$ cat config.mk
export PLATFORM = sky130hd
export DESIGN_NAME = blind_wipe_strip_sequencer_core
export DESIGN_NICKNAME = d
export VERILOG_FILES = /design/src/bw_pkg.sv /design/src/blind_wipe_strip_sequencer_core.sv /design/src/bw_cell.sv /design/src/bw_strip_unit.sv
export SDC_FILE = /design/constraint.sdc
export NUM_CORES = 2
export LEC_CHECK = 0
export BUFFER_PORTS_ARGS = -buffer_cell sky130_fd_sc_hd__clkbuf_2
export CAP_MARGIN = 20
export CELL_PAD_IN_SITES_DETAIL_PLACEMENT = 1
export CELL_PAD_IN_SITES_GLOBAL_PLACEMENT = 1
export CORE_ASPECT_RATIO = 0.7
export CORE_MARGIN = 5
export CORE_UTILIZATION = 42
export DETAILED_ROUTE_END_ITERATION = 8
export PLACE_DENSITY_LB_ADDON = 0.1
export SYNTH_ARGS = -nofsm -noshare
export SYNTH_HDL_FRONTEND = slang
export SYNTH_SLANG_ARGS = --single-unit
$ cat constraint.sdc
create_clock -name clk -period 9.6 [get_ports clk]
set_clock_uncertainty 0.05 [all_clocks]
set_input_delay 0.48 -clock clk [delete_from_list [all_inputs] [get_ports clk]]
set_output_delay 0.48 -clock clk [all_outputs]
set_load 0.005 [all_outputs]
$ cat src/bw_pkg.sv
// Shared types and constants for the blind wipe strip sequencer.
// No dependencies; imported by every module of the block.
package bw_pkg;

    localparam int COORD_W  = 12;
    localparam int STEP_W   = 8;
    localparam int OFF_W    = 13;
    localparam int DEST_W   = 14;
    localparam int TICK_W   = 15;
    localparam int START_W  = 16;
    localparam int CIDX_W   = 3;
    localparam int START_SHIFT = 4;

    localparam logic [TICK_W-1:0]  TICK_MAX  = 15'h7fff;
    localparam logic [START_W-1:0] START_SAT = 16'h8000;

    // configuration register indexes
    localparam logic [CIDX_W-1:0] REG_IMAGE_WIDTH  = 3'd0;
    localparam logic [CIDX_W-1:0] REG_IMAGE_HEIGHT = 3'd1;
    localparam logic [CIDX_W-1:0] REG_STRIP_PITCH  = 3'd2;
    localparam logic [CIDX_W-1:0] REG_GROW_STEP    = 3'd3;
    localparam logic [CIDX_W-1:0] REG_TICK_STEP    = 3'd4;

    typedef struct packed {
        logic [COORD_W-1:0] width;
        logic               alive;
    } cell_t;

    typedef struct packed {
        logic [COORD_W-1:0] image_width;
        logic [COORD_W-1:0] image_height;
        logic [COORD_W-1:0] strip_pitch;
        logic [STEP_W-1:0]  grow_step;
        logic [STEP_W-1:0]  tick_step;
    } cfg_t;

    typedef enum logic [1:0] {
        OP_PASS,
        OP_CLEAR,
        OP_GROW
    } op_t;

    typedef enum logic [1:0] {
        ST_IDLE,
        ST_RESTART,
        ST_TICK
    } st_t;

endpackage

$ cat src/blind_wipe_strip_sequencer_core.sv
// Top level of the blind wipe strip sequencer: control, config registers,
// cell ring and output register. Depends on bw_pkg, bw_cell, bw_strip_unit.
//
//  channel  handshake            payload
//  -------  -------------------  --------------------------------------------
//  in       in_valid/in_ready    kind, dest_offset
//  out      out_valid/out_ready  src_x, dest_x, copy_width, copy_height,
//                                last, strips_left
//  cfg      cfg_valid/cfg_ready  cfg_index, cfg_data
//
// Each item is accepted while idle, then the strip cells rotate once through the
// shared strip unit, one strip per cycle except while a tick command waits on a
// full output register; a new item is not accepted until the walk is done.
// A restart walk also counts the strips; a tick emits one command per strip.
// Reset loads the strip cells directly, no clearing pass.
// A full output register lets the walk go on only past strips that emit nothing.
module blind_wipe_strip_sequencer_core
    import bw_pkg::*;
#(
    parameter int MAX_STRIPS = 64
)
(
    input  logic                        clk,
    input  logic                        rst_n,
    input  logic                        in_valid,
    output logic                        in_ready,
    input  logic                        kind,
    input  logic [OFF_W-1:0]            dest_offset,
    output logic                        out_valid,
    input  logic                        out_ready,
    output logic [COORD_W-1:0]          src_x,
    output logic [DEST_W-1:0]           dest_x,
    output logic [COORD_W-1:0]          copy_width,
    output logic [COORD_W-1:0]          copy_height,
    output logic                        last,
    output logic [$clog2(MAX_STRIPS+1)-1:0] strips_left,
    input  logic                        cfg_valid,
    output logic                        cfg_ready,
    input  logic [CIDX_W-1:0]           cfg_index,
    input  logic [COORD_W-1:0]          cfg_data
);

    localparam int IDX_W = (MAX_STRIPS > 1) ? $clog2(MAX_STRIPS) : 1;
    localparam int CNT_W = $clog2(MAX_STRIPS + 1);
    localparam logic [IDX_W-1:0] LAST_IDX = IDX_W'(MAX_STRIPS - 1);

    st_t                 state_reg, state_next;
    cfg_t                cfg_reg;
    logic [IDX_W-1:0]    idx_reg;
    logic [COORD_W-1:0]  x_reg;
    logic [START_W-1:0]  start_reg;
    logic [CNT_W-1:0]    cnt_reg;
    logic [CNT_W-1:0]    total_reg;
    logic [CNT_W-1:0]    fin_reg;
    logic [TICK_W-1:0]   tick_reg;
    logic [OFF_W-1:0]    off_reg;

    logic                out_valid_reg;
    logic [COORD_W-1:0]  src_x_reg;
    logic [DEST_W-1:0]   dest_x_reg;
    logic [COORD_W-1:0]  copy_width_reg;
    logic [COORD_W-1:0]  copy_height_reg;
    logic                last_reg;
    logic [CNT_W-1:0]    strips_left_reg;

    op_t                 op;
    logic                in_range;
    logic                emit;
    logic                step_go;
    logic                at_end;
    logic                is_last;
    logic                x_inside;
    logic [CNT_W-1:0]    fin_now;
    logic [TICK_W:0]     tick_sum;

    cell_t               chain_q [MAX_STRIPS];
    cell_t               tail;
    logic                finish;
    logic [COORD_W-1:0]  x_next;
    logic [START_W-1:0]  start_next;
    logic [DEST_W-1:0]   unit_dest_x;

    // strip ring: cell 0 is the head, the strip unit refills the far end
    for (genvar k = 0; k < MAX_STRIPS; k++)
    begin : g_cell
        cell_t d;
        if (k == MAX_STRIPS - 1)
        begin : g_tail
            assign d = tail;
        end
        else
        begin : g_mid
            assign d = chain_q[k+1];
        end
        bw_cell u_cell (
            .clk   (clk),
            .rst_n (rst_n),
            .shift (step_go),
            .d     (d),
            .q     (chain_q[k])
        );
    end

    bw_strip_unit u_unit (
        .op         (op),
        .cfg        (cfg_reg),
        .head       (chain_q[0]),
        .x          (x_reg),
        .start_at   (start_reg),
        .tick_count (tick_reg),
        .offset     (off_reg),
        .tail       (tail),
        .finish     (finish),
        .x_next     (x_next),
        .start_next (start_next),
        .dest_x     (unit_dest_x)
    );

    always_comb
    begin
        in_range = CNT_W'(idx_reg) < total_reg;
        at_end   = idx_reg == LAST_IDX;
        is_last  = (CNT_W'(idx_reg) + CNT_W'(1)) == total_reg;
        x_inside = x_reg < cfg_reg.image_width;
        fin_now  = fin_reg + CNT_W'(finish);
        tick_sum = {1'b0, tick_reg} + (TICK_W + 1)'(cfg_reg.tick_step);
    end

    // next state
    always_comb
    begin
        state_next = state_reg;
        unique case (state_reg)
            ST_IDLE:
            begin
                if (in_valid)
                begin
                    state_next = kind ? ST_TICK : ST_RESTART;
                end
            end
            ST_RESTART, ST_TICK:
            begin
                if (step_go && at_end)
                begin
                    state_next = ST_IDLE;
                end
            end
            default: state_next = ST_IDLE;
        endcase
    end

    // state outputs
    always_comb
    begin
        in_ready = 1'b0;
        op       = OP_PASS;
        emit     = 1'b0;
        step_go  = 1'b0;
        unique case (state_reg)
            ST_IDLE:    in_ready = 1'b1;
            ST_RESTART:
            begin
                op      = OP_CLEAR;
                step_go = 1'b1;
            end
            ST_TICK:
            begin
                emit    = in_range;
                op      = in_range ? OP_GROW : OP_PASS;
                step_go = !(in_range && out_valid_reg && !out_ready);
            end
            default:    in_ready = 1'b0;
        endcase
    end

    always_ff @(posedge clk or negedge rst_n)
    begin
        if (!rst_n)
        begin
            state_reg <= ST_IDLE;
            idx_reg   <= '0;
            x_reg     <= '0;
            start_reg <= '0;
            cnt_reg   <= '0;
            total_reg <= '0;
            fin_reg   <= '0;
            tick_reg  <= '0;
        end
        else
        begin
            state_reg <= state_next;
            if (in_valid && in_ready)
            begin
                idx_reg   <= '0;
                x_reg     <= '0;
                start_reg <= '0;
                cnt_reg   <= '0;
            end
            else if (step_go)
            begin
                idx_reg   <= idx_reg + IDX_W'(1);
                x_reg     <= x_next;
                start_reg <= start_next;
                if (state_reg == ST_RESTART)
                begin
                    // strip i exists while its left edge lies inside the image
                    cnt_reg <= cnt_reg + CNT_W'(x_inside);
                    if (at_end)
                    begin
                        total_reg <= cnt_reg + CNT_W'(x_inside);
                        fin_reg   <= '0;
                        tick_reg  <= '0;
                    end
                end
                else
                begin
                    if (emit)
                    begin
                        fin_reg <= fin_now;
                    end
                    if (at_end)
                    begin
                        tick_reg <= (tick_sum > {1'b0, TICK_MAX}) ? TICK_MAX
                                                                 : tick_sum[TICK_W-1:0];
                    end
                end
            end
        end
    end

    always_ff @(posedge clk)
    begin
        if (in_valid && in_ready)
        begin
            off_reg <= dest_offset;
        end
    end

    // configuration registers
    assign cfg_ready = 1'b1;

    always_ff @(posedge clk or negedge rst_n)
    begin
        if (!rst_n)
        begin
            cfg_reg.image_width  <= 12'd640;
            cfg_reg.image_height <= 12'd480;
            cfg_reg.strip_pitch  <= 12'd32;
            cfg_reg.grow_step    <= 8'd1;
            cfg_reg.tick_step    <= 8'd1;
        end
        else if (cfg_valid && cfg_ready)
        begin
            unique case (cfg_index)
                REG_IMAGE_WIDTH:  cfg_reg.image_width  <= cfg_data;
                REG_IMAGE_HEIGHT: cfg_reg.image_height <= cfg_data;
                REG_STRIP_PITCH:  cfg_reg.strip_pitch  <= cfg_data;
                REG_GROW_STEP:    cfg_reg.grow_step    <= cfg_data[STEP_W-1:0];
                REG_TICK_STEP:    cfg_reg.tick_step    <= cfg_data[STEP_W-1:0];
                default:          cfg_reg <= cfg_reg;
            endcase
        end
    end

    // output register
    always_ff @(posedge clk or negedge rst_n)
    begin
        if (!rst_n)
        begin
            out_valid_reg <= 1'b0;
        end
        else if (emit && step_go)
        begin
            out_valid_reg <= 1'b1;
        end
        else if (out_ready)
        begin
            out_valid_reg <= 1'b0;
        end
    end

    always_ff @(posedge clk)
    begin
        if (emit && step_go)
        begin
            src_x_reg       <= x_reg;
            dest_x_reg      <= unit_dest_x;
            copy_width_reg  <= chain_q[0].width;
            copy_height_reg <= cfg_reg.image_height;
            last_reg        <= is_last;
            strips_left_reg <= is_last ? (total_reg - fin_now) : '0;
        end
    end

    assign out_valid   = out_valid_reg;
    assign src_x       = src_x_reg;
    assign dest_x      = dest_x_reg;
    assign copy_width  = copy_width_reg;
    assign copy_height = copy_height_reg;
    assign last        = last_reg;
    assign strips_left = strips_left_reg;

    a_fin_bound: assert property (@(posedge clk) disable iff (!rst_n)
        fin_reg <= total_reg)
        else $error("finished count exceeds strip total");

    a_walk_hold: assert property (@(posedge clk) disable iff (!rst_n)
        (emit && out_valid_reg && !out_ready) |=> $stable(idx_reg))
        else $error("strip walk moved while command stalled");

    a_accept_busy: assert property (@(posedge clk) disable iff (!rst_n)
        (in_valid && in_ready) |=> (state_reg != ST_IDLE))
        else $error("accepted item did not start a walk");

    a_left_zero: assert property (@(posedge clk) disable iff (!rst_n)
        (out_valid && !last) |-> (strips_left == '0))
        else $error("strips left set on a command that is not the last");

endmodule

$ cat src/bw_cell.sv
// One strip cell of the ring: holds a strip's width and alive flag.
// Depends on bw_pkg for cell_t.
module bw_cell
    import bw_pkg::*;
(
    input  logic  clk,
    input  logic  rst_n,
    input  logic  shift,
    input  cell_t d,
    output cell_t q
);

    cell_t cell_reg;

    always_ff @(posedge clk or negedge rst_n)
    begin
        if (!rst_n)
        begin
            cell_reg.width <= '0;
            cell_reg.alive <= 1'b1;
        end
        else if (shift)
        begin
            cell_reg <= d;
        end
    end

    assign q = cell_reg;

endmodule

$ cat src/bw_strip_unit.sv
// Shared per-strip logic: clearing, growth, finish detection and the copy command
// for the cell at the head of the ring. Depends on bw_pkg.
module bw_strip_unit
    import bw_pkg::*;
(
    input  op_t                  op,
    input  cfg_t                 cfg,
    input  cell_t                head,
    input  logic [COORD_W-1:0]   x,
    input  logic [START_W-1:0]   start_at,
    input  logic [TICK_W-1:0]    tick_count,
    input  logic [OFF_W-1:0]     offset,
    output cell_t                tail,
    output logic                 finish,
    output logic [COORD_W-1:0]   x_next,
    output logic [START_W-1:0]   start_next,
    output logic [DEST_W-1:0]    dest_x
);

    logic [COORD_W-1:0] pitch;
    logic [COORD_W:0]   end_sum;
    logic [COORD_W-1:0] strip_end;
    logic signed [DEST_W-1:0] goal;
    logic [COORD_W:0]   x_plus_w;
    logic               grow_ok;
    logic               started;
    logic [START_W:0]   start_sum;

    always_comb
    begin
        pitch     = (cfg.strip_pitch == '0) ? COORD_W'(1) : cfg.strip_pitch;
        end_sum   = {1'b0, x} + {1'b0, pitch};
        strip_end = (end_sum > {1'b0, cfg.image_width}) ? cfg.image_width
                                                        : end_sum[COORD_W-1:0];
        goal      = $signed({2'b00, strip_end}) - $signed({6'b0, cfg.grow_step})
                    + $signed(DEST_W'(1));
        x_plus_w  = {1'b0, x} + {1'b0, head.width};
        grow_ok   = $signed({1'b0, x_plus_w}) < goal;
        started   = {1'b0, tick_count} >= start_at;
        start_sum = {1'b0, start_at} + (START_W + 1)'(pitch >> START_SHIFT);
        x_next    = strip_end;
        start_next = (start_sum > {1'b0, START_SAT}) ? START_SAT
                                                     : start_sum[START_W-1:0];
        dest_x    = {offset[OFF_W-1], offset} + {2'b00, x};
    end

    always_comb
    begin
        tail   = head;
        finish = 1'b0;
        unique case (op)
            OP_PASS:  tail = head;
            OP_CLEAR:
            begin
                tail.width = '0;
                tail.alive = 1'b1;
            end
            OP_GROW:
            begin
                if (started)
                begin
                    if (grow_ok)
                    begin
                        tail.width = head.width + {4'b0, cfg.grow_step};
                    end
                    else if (head.alive)
                    begin
                        tail.alive = 1'b0;
                        finish     = 1'b1;
                    end
                end
            end
            default:  tail = head;
        endcase
    end

endmodule
==> key figures <==
Status
  • Status: finished, final reports clean

Worst setup path
  • R2r endpoint: strips_left[6]$_SDFFCE_PN0P_
  • CP max FO: 5
  • Slowest CP cell: dfstp_2
  • Max stage delay on crit path: 0.54 ns
  • R2R Path Start: cfg_reg[21]$_DFFE_PN1P_
  • Register-to-Register Path Depth: 47
  • Delay-heaviest family, CP: compound AO/OA/AOI/OAI gates
  • Flop-to-flop setup slack: 0.15 ns
  • Type of the worst setup path: flip-flop to flip-flop
  • Worst Path Buf+Inv: 3
  • CP required: 9.99 ns
  • Startpoint Class: flip-flop
  • Worst setup EP type: flip-flop
  • Worst endpoint data arrival time: 9.84 ns
  • Top cell by count, worst path: a21oi_2

Hold path
  • WHS Path Cells: 2
  • Worst Hold End: cfg_reg[24]$_DFFE_PN0P_
  • HP Class: input pin to flip-flop
  • Hold Startpoint: cfg_data[8]

Placement
  • DP HPWL: 61200 µm
  • Port Buffers: 93
  • Post-Place Cell Area: 46300 µm²
  • GPL Wtd Cong: 0.836
  • Cell total after placement: 6157
  • DP Worst Slack: -0.408 ns

Global route
  • All-Layer GR Usage: 18.2%
  • Largest net degree at the start of global routing: 233
  • GRT overflow: 0
  • Initial antenna violation count: 4
  • Global-route wire length before repair: 169000 µm
  • Vias in the first global route: 32680

Run
  • Maximum Capacitance Violations: 0

Route
  • DR WL/cell: 15.7 µm
  • Drt initial violations: 1998
  • Detail Route met3 WL: 3300 µm
  • DR pass1 iterations: 4
  • Wl on met1: 51200 µm
  • Via Count: 31261
  • Wire length on met2: 43900 µm
  • Drt drc: 0
  • WL final: 100000 µm
  • Uppermost layer routed: met4
  • DRT antenna net count: 0
  • Routed vias/inst: 4.90

Synth
  • Synthesized Nets: 4988
  • Synth Cell Area: 43900 µm²
  • Sequential cell area fraction in the yosys report: 59.6%
  • Async set or reset register ratio after synthesis: 93.1%
  • Synthesized area per cell: 9.14 µm²
  • Netlist cell types: 79
  • Most used DFF post-synth: dfrtp_1
  • Cells after synthesis: 4806
  • Warnings from Yosys: 0
  • EDFF count, synth: 71
  • FF+latch count, synth: 1028

Floorplanning
  • Die Area: 111000 µm²
  • I/O Pins: 95
  • Die Ht: 281 µm
  • Row cnt: 99
  • Initial core utilization: 42.2%
  • Die W: 397 µm
  • Core area: 104000 µm²

Final layout
  • Max reg flops: 832
  • Commonest non-fill, non-tap cell in the layout: nand2_1
  • Final net count: 5114
  • Area delta synth->final: 14.9%
  • Final Cell Area: 50500 µm²
  • Non-filler cells, final: 6386
  • Most frequent cells in the layout: nand2_1, dfrtp_1, ha_1
  • Share of cells above drive strength 1: 11.8%
  • End-of-flow core utilization: 48.5%

Pwr
  • LEAKAGE: 26.8 nW
  • PwrDens: 270 nW/µm²
  • Total power: 13.6 mW
  • VDD IR max: 0.000220 V

CTS
  • Num CTS Buffers: 104
  • Maximum clock path buffer count: 3
  • Clk pin slew, worst setup/hold paths: 0.06 ns
  • Clk sinks: 1028
  • CTS tree: built
  • H-tree Lvls: 3
  • Clk_lat worst skew: 0.69 ns
  • CTS root buffer: clkbuf_16

Timing
  • Final hold violations: 0
  • Tmin final: 9.45 ns
  • Rel. slew slack: 25.1%
  • Final setup fails: 0
  • Post-route setup slack: 0.148 ns
  • Tcrit/Tclk final: 98.5%
  • Highest clock rate: 0.106 GHz
  • Measured slew at the worst slew-check pin: 1.12 ns
  • Max-slew violations: 0
  • RSZ-0062 raised after global routing: true
## cells by family after synthesis
group                    count (synthesis)  share of synthesized area [%]
AND/OR/NAND/NOR                       2840                           25.2
buffers and inverters                  318                           2.78
multiplexers                            53                           1.34
other                                    1                        0.00854
adder cells (fa/ha/maj)                148                           4.35
flip-flops                            1028                           59.6
XOR/XNOR                                97                           1.98
AO/OA/AOI/OAI                          321                           4.78
## synth_stat cells (45+ instances only)
cell	instances	share of area, %
nor2_1	113	0.97
edfxtp_1	71	4.9
a21oi_1	98	1.1
dfstp_2	73	4.4
o21ai_0	71	0.81
mux2_2	45	1.2
xnor2_1	69	1.4
dfrtp_1	884	50
inv_1	89	0.76
ha_1	140	4.0
nand2_1	2562	22
clkbuf_1	213	1.8
## layout make-up
type,count,area (µm²)
diodes,1,2.50
flip-flops and latches,1028,26200
well taps,1363,1710
repair buffers,248,1810
multi-input cells,3460,16900
inverters,90,340
clock inverters,42,464
fillers,11799,53600
clock buffers,154,3050
## per-stage QoR
step | setup TNS (ns) | hold WS, ns
floorplan | 0 | 0.134
global placement | -0.857 | 0.378
detailed placement | -1.23 | 0.385
CTS | 0 | 0.0234
global route | -0.943 | 0.0445
finish | 0 | 0.0720
## where the power goes
part           switching [mW]  total (mW)  internal [mW]
clock network            1.74        4.16           2.42
registers               0.179        4.91           4.73
logic                    2.83        4.56           1.73
## what timing repair did
action / 4_1_cts / 5_1_grt
gates cloned: 0 / 0
resized for setup: 18 / 59
endpoints found under the setup margin: 5 / 6
hold buffers: 16 / 0
hold endpoints to repair: 63 / 0
pin swaps: 11 / 49
setup buffers: 2 / 14
## routing by layer
layer	global-route usage, %	vias up
met4	3.84	0
met5	0	-
li1	-	15410
met1	27.4	15473
met3	2.89	117
met2	27.9	261
## worst register-to-register path, delay by kind of cell, from the launching register on
kind / cells / cell delay [ns]
adder cells (fa/ha/maj): 8 / 2.19
buffers and inverters: 3 / 0.28
multiplexers: 1 / 0.08
AND/OR/NAND/NOR: 13 / 1.77
XOR/XNOR: 4 / 0.53
flip-flops: 1 / 0.54
AO/OA/AOI/OAI: 18 / 3.78
## worst max-delay path by stage
stage / from / end / slack [ns] / cells past startpoint
floorplan: cfg_reg[21]$_DFFE_PN1P_ / strips_left[6]$_SDFFCE_PN0P_ / 0.002 / 49
global placement: cfg_reg[21]$_DFFE_PN1P_ / strips_left[6]$_SDFFCE_PN0P_ / -0.32 / 47
detailed placement: cfg_reg[21]$_DFFE_PN1P_ / strips_left[6]$_SDFFCE_PN0P_ / -0.41 / 46
CTS: cfg_reg[21]$_DFFE_PN1P_ / strips_left[6]$_SDFFCE_PN0P_ / 0.01 / 52
global route: cfg_reg[21]$_DFFE_PN1P_ / strips_left[6]$_SDFFCE_PN0P_ / -0.35 / 49
finish: cfg_reg[21]$_DFFE_PN1P_ / strips_left[6]$_SDFFCE_PN0P_ / 0.15 / 47
Power figures use the tool's default switching activity.
